===== src/rtl/qphs_modadd.sv =====
`default_nettype none
// Modular add: both operands must sum to less than twice the modulus.
module qphs_modadd #(
	parameter int MOD = 1021,
	parameter int W   = 10
) (
	input  wire logic [W:0]   a,
	input  wire logic [W:0]   b,
	output logic      [W-1:0] y
);

	localparam logic [W+1:0] MOD_V = (W+2)'(MOD);

	logic [W+1:0] sum;
	logic [W+1:0] red;

	always_comb begin
		sum = {1'b0, a} + {1'b0, b};
		red = (sum >= MOD_V) ? (sum - MOD_V) : sum;
		y   = red[W-1:0];
	end

endmodule
`default_nettype wire


===== config.mk =====
export PLATFORM = sky130hd
export DESIGN_NAME = qphs_modadd
export DESIGN_NICKNAME = d
export VERILOG_FILES = /design/src/rtl/qphs_modadd.sv
export SDC_FILE = /design/constraint.sdc
export NUM_CORES = 1
export LEC_CHECK = 0
export BUFFER_PORTS_ARGS = -buffer_cell sky130_fd_sc_hd__buf_4
export CAP_MARGIN = 15
export CORE_MARGIN = 4
export CORE_UTILIZATION = 55
export DETAILED_ROUTE_END_ITERATION = 6
export MAX_ROUTING_LAYER = met4
export PLACE_DENSITY = 0.95
export SYNTH_ARGS = -nofsm -noshare
export SYNTH_HDL_FRONTEND = slang
export SYNTH_SLANG_ARGS = --single-unit
export TNS_END_PERCENT = 50

===== constraint.sdc =====
create_clock -name vclk -period 4.3
set_input_delay 0.215 -clock vclk [all_inputs]
set_output_delay 0.215 -clock vclk [all_outputs]
set_load 0.02 [all_outputs]

; ---- Word level (Yosys, flattened, before mapping)
; Cells that the tools add are included.
[word_totals]
mem_bits_rw = 0
elab_cells = 4
n_memories = 0
reg_bits = 0
latchBits = 0
romBits = 0
[op_classes]
mul = 0
mux = 1
n_bitwise = 0
magnitude_cmp = 1
n_eq_ne = 0
div = 0
reduce_logical = 0
shifts = 0
add_sub_neg = 2
[ops]
columns = op, n
row1 = $add 11x11->12, 1
row2 = $ge 12x10->1 const B, 1
row3 = $mux 10, 1
row4 = $sub 10x10->10 const B, 1

; ---- Logic depth before layout (Yosys ltp)
[logic_depth]
word_depth = 3
depth_mapped = 11

; ---- Least setup slack after synthesis
; Ideal clock, no wire load.
[synth_timing]
path_kind = input -> output
startpoint = in a[3]
endpoint = out y[8]
path_slack_ps = 1312
stages = 7
required_time_ps = 4085
arrival_time_ps = 2773
cell_sequence = ha_1 > or2_2 > o21a_1 > o311a_1 > a311oi_4 > nand3b_1 > o311ai_0
[synth_between]
elab_chain_len = 3
word_cells_on_any_way = 4
[synth_rtl]
columns = item, line_no
row1 = from (decl), 7  ; input wire logic [W:0] a,
row2 = $add 11x11->12 (*), 18  ; sum = {1'b0, a} + {1'b0, b};
row3 = $sub 10x10->10 / $ge 12x10->1 (equally long branches), 19  ; red = (sum >= MOD_V) ? (sum - MOD_V) : sum;
row4 = $mux 10 (*), 19
row5 = to (decl), 9  ; output logic [W-1:0] y
; Every way passes the cells marked *; elsewhere a longest branch is shown, timed or not.

; ---- Final worst setup path
[layout_timing]
startpoint = in a[0]
endpoint = out y[1]
; Same word-level chain as after synthesis.

==> results.json <==
{
  "critPathKind": "input port to primary output",
  "report.final.setup_viol": 0,
  "synth_nets": 155,
  "swShare": 0.5542,
  "num_vias": 1023,
  "overflow": 0,
  "synth_cells": 119,
  "fin_nets": 186,
  "initial_core_util": 0.6011,
  "period_minus_slack_ns": 3.235,
  "slew_violations": 0,
  "seqPwrFrac": 0,
  "grt_pass1_wl_um": 4188,
  "drt-initial-drc-count": 28,
  "arrival_ns": 3.02,
  "antenna_cells": 0,
  "grt_pass1_vias": 1013,
  "post-place-ws_ns": 1.093,
  "required_ns": 4.09,
  "fin_tns_setup_ns": 0,
  "die_y_um": 49.28,
  "p_clk_frac": 0,
  "synth_most_common_cell": "ha_1",
  "grt_setup_unrepaired": "no",
  "slew-limit-headroom": 0.5725,
  "place_congestion": 0.8720,
  "syn_area_um2": 937.1,
  "p_comb_frac": 1.000,
  "grt_usage": 0.2091,
  "tightestPinTransition_ns": 0.6401,
  "ctsResizeCount": 0,
  "crit_path_max_fanout": 10,
  "chipWidth_um": 49.28,
  "drcViolationCount": 0,
  "power_leakage_nw": 0.5236,
  "yosys.area.top_type_share": 0.1736,
  "dieArea_um2": 2429,
  "synthTopCellsByArea": "ha_1 (17%), xnor2_1 (5.6%), a21oi_1 (3.7%)",
  "row_count": 14,
  "ys_warn_count": 0,
  "p_sw_mw": 0.1512,
  "viasPerCell": 6.238,
  "grt_max_degree": 11,
  "p_per_area_nw_per_um2": 230.5,
  "outcome": "finished, final reports clean",
  "dp_hpwl_um": 2094,
  "ys_seq_area_frac": 0,
  "regArea_um2": 0,
  "antenna_found_initial": 0,
  "synth_commonest_cells": "ha_1 (13), inv_1 (8), nor2_1 (8), a21oi_1 (7), xnor2_1 (6)",
  "finalPower_mw": 0.2728,
  "maxCapViolations": 0,
  "hold-worst-slack_ns": 0.9102,
  "synthToLayoutAreaGrowth_pct": 26.30,
  "setup_ws_ns": 1.065,
  "dr.pass1.iters": 6,
  "crit_path_start_kind": "input port",
  "ys_types": 52,
  "hp-class": "input port to primary output",
  "wl_um": 2433,
  "core_um2": 1559,
  "post_drt_wl_per_cell_um": 14.84,
  "postCtsHoldBufs": 0,
  "seq_cells": 0,
  "clockBufferCount": 0,
  "postCtsSetupBuffers": 0,
  "port_buffers": 32,
  "ir_drop_uv": 113.5,
  "yosys.area.top_type": "ha_1",
  "internal-power_mw": 0.1216,
  "ios": 32,
  "final_hold_viol_count": 0,
  "crit_path_end_kind": "primary output",
  "drive_gt1_frac": 0.2838,
  "synth.avg_cell_area_um2": 7.875,
  "fin_crit_sh": 0.7522,
  "final_core_util": 0.7592,
  "drtAntennaViolNets": 0,
  "max_freq_ghz": 0.3092
}
-- worst paths after layout --
path / startpoint / end / slack, ns / cells past startpoint
max: a[0] / y[1] / 1.07 / 12
min: b[0] / y[0] / 0.91 / 4
-- placed cells by master, fill, tap and decap left out, types with 4 or more instances in the layout --
cell / Yosys / layout
a21oi_1: 7 / 7
buf_4: 0 / 32
ha_1: 13 / 13
inv_1: 8 / 8
nand2_1: 5 / 5
nor2_1: 8 / 8
xnor2_1: 6 / 6
xor2_1: 4 / 4
-- critical path, cell delays in order --
cell and delay, ns:
buf_4 0.08, ha_1 0.18, inv_1 0.06, fa_1 0.41
nor2b_1 0.31, o211a_4 0.26, o211a_1 0.20, o221ai_1 0.21
a211oi_4 0.49, and2_4 0.26, mux2i_1 0.18, buf_4 0.16
-- stage by stage --
step                instances  instance area, um2
floorplan                 119               937.1
global placement          164                1184
detailed placement        164                1184
CTS                       164                1184
global route              164                1184
finish                    164                1184
-- layout make-up --
| type | instances | area [um2] |
|---|---|---|
| fillers | 115 | 375.4 |
| inverters | 8 | 30.03 |
| multi-input cells | 108 | 893.4 |
| well taps | 16 | 20.02 |
| repair buffers | 32 | 240.2 |
-- power groups by stage --
| stage | combinational [mW] | sequential [mW] | clock [mW] |
|---|---|---|---|
| after floorplan | 0.186 | 0 | 0 |
| after global placement | 0.262 | 0 | 0 |
| after detailed placement | 0.271 | 0 | 0 |
| after CTS | 0.272 | 0 | 0 |
| after global routing | 0.296 | 0 | 0 |
| final | 0.273 | 0 | 0 |
-- metal layers --
metal  track usage  share of wire  vias up
met4      0.004739              0        0
met3      0.003058          0.028        0
li1              -              -      521
met2        0.4129           0.54       27
met5             -              0        -
met1        0.2441           0.43      475
-- cells by family (layout without fill, tap and decap cells) --
group           Yosys count  count (layout)  share of synthesized area
compound gates           39              39                     0.3552
xor+xnor                 10              10                    0.09345
fa+ha+maj                14              14                     0.1949
buf+inv                  11              40                    0.04673
mux                       2               2                    0.02136
simple gates             43              43                     0.2884
Note: power is estimated with default switching activity, not from simulation.
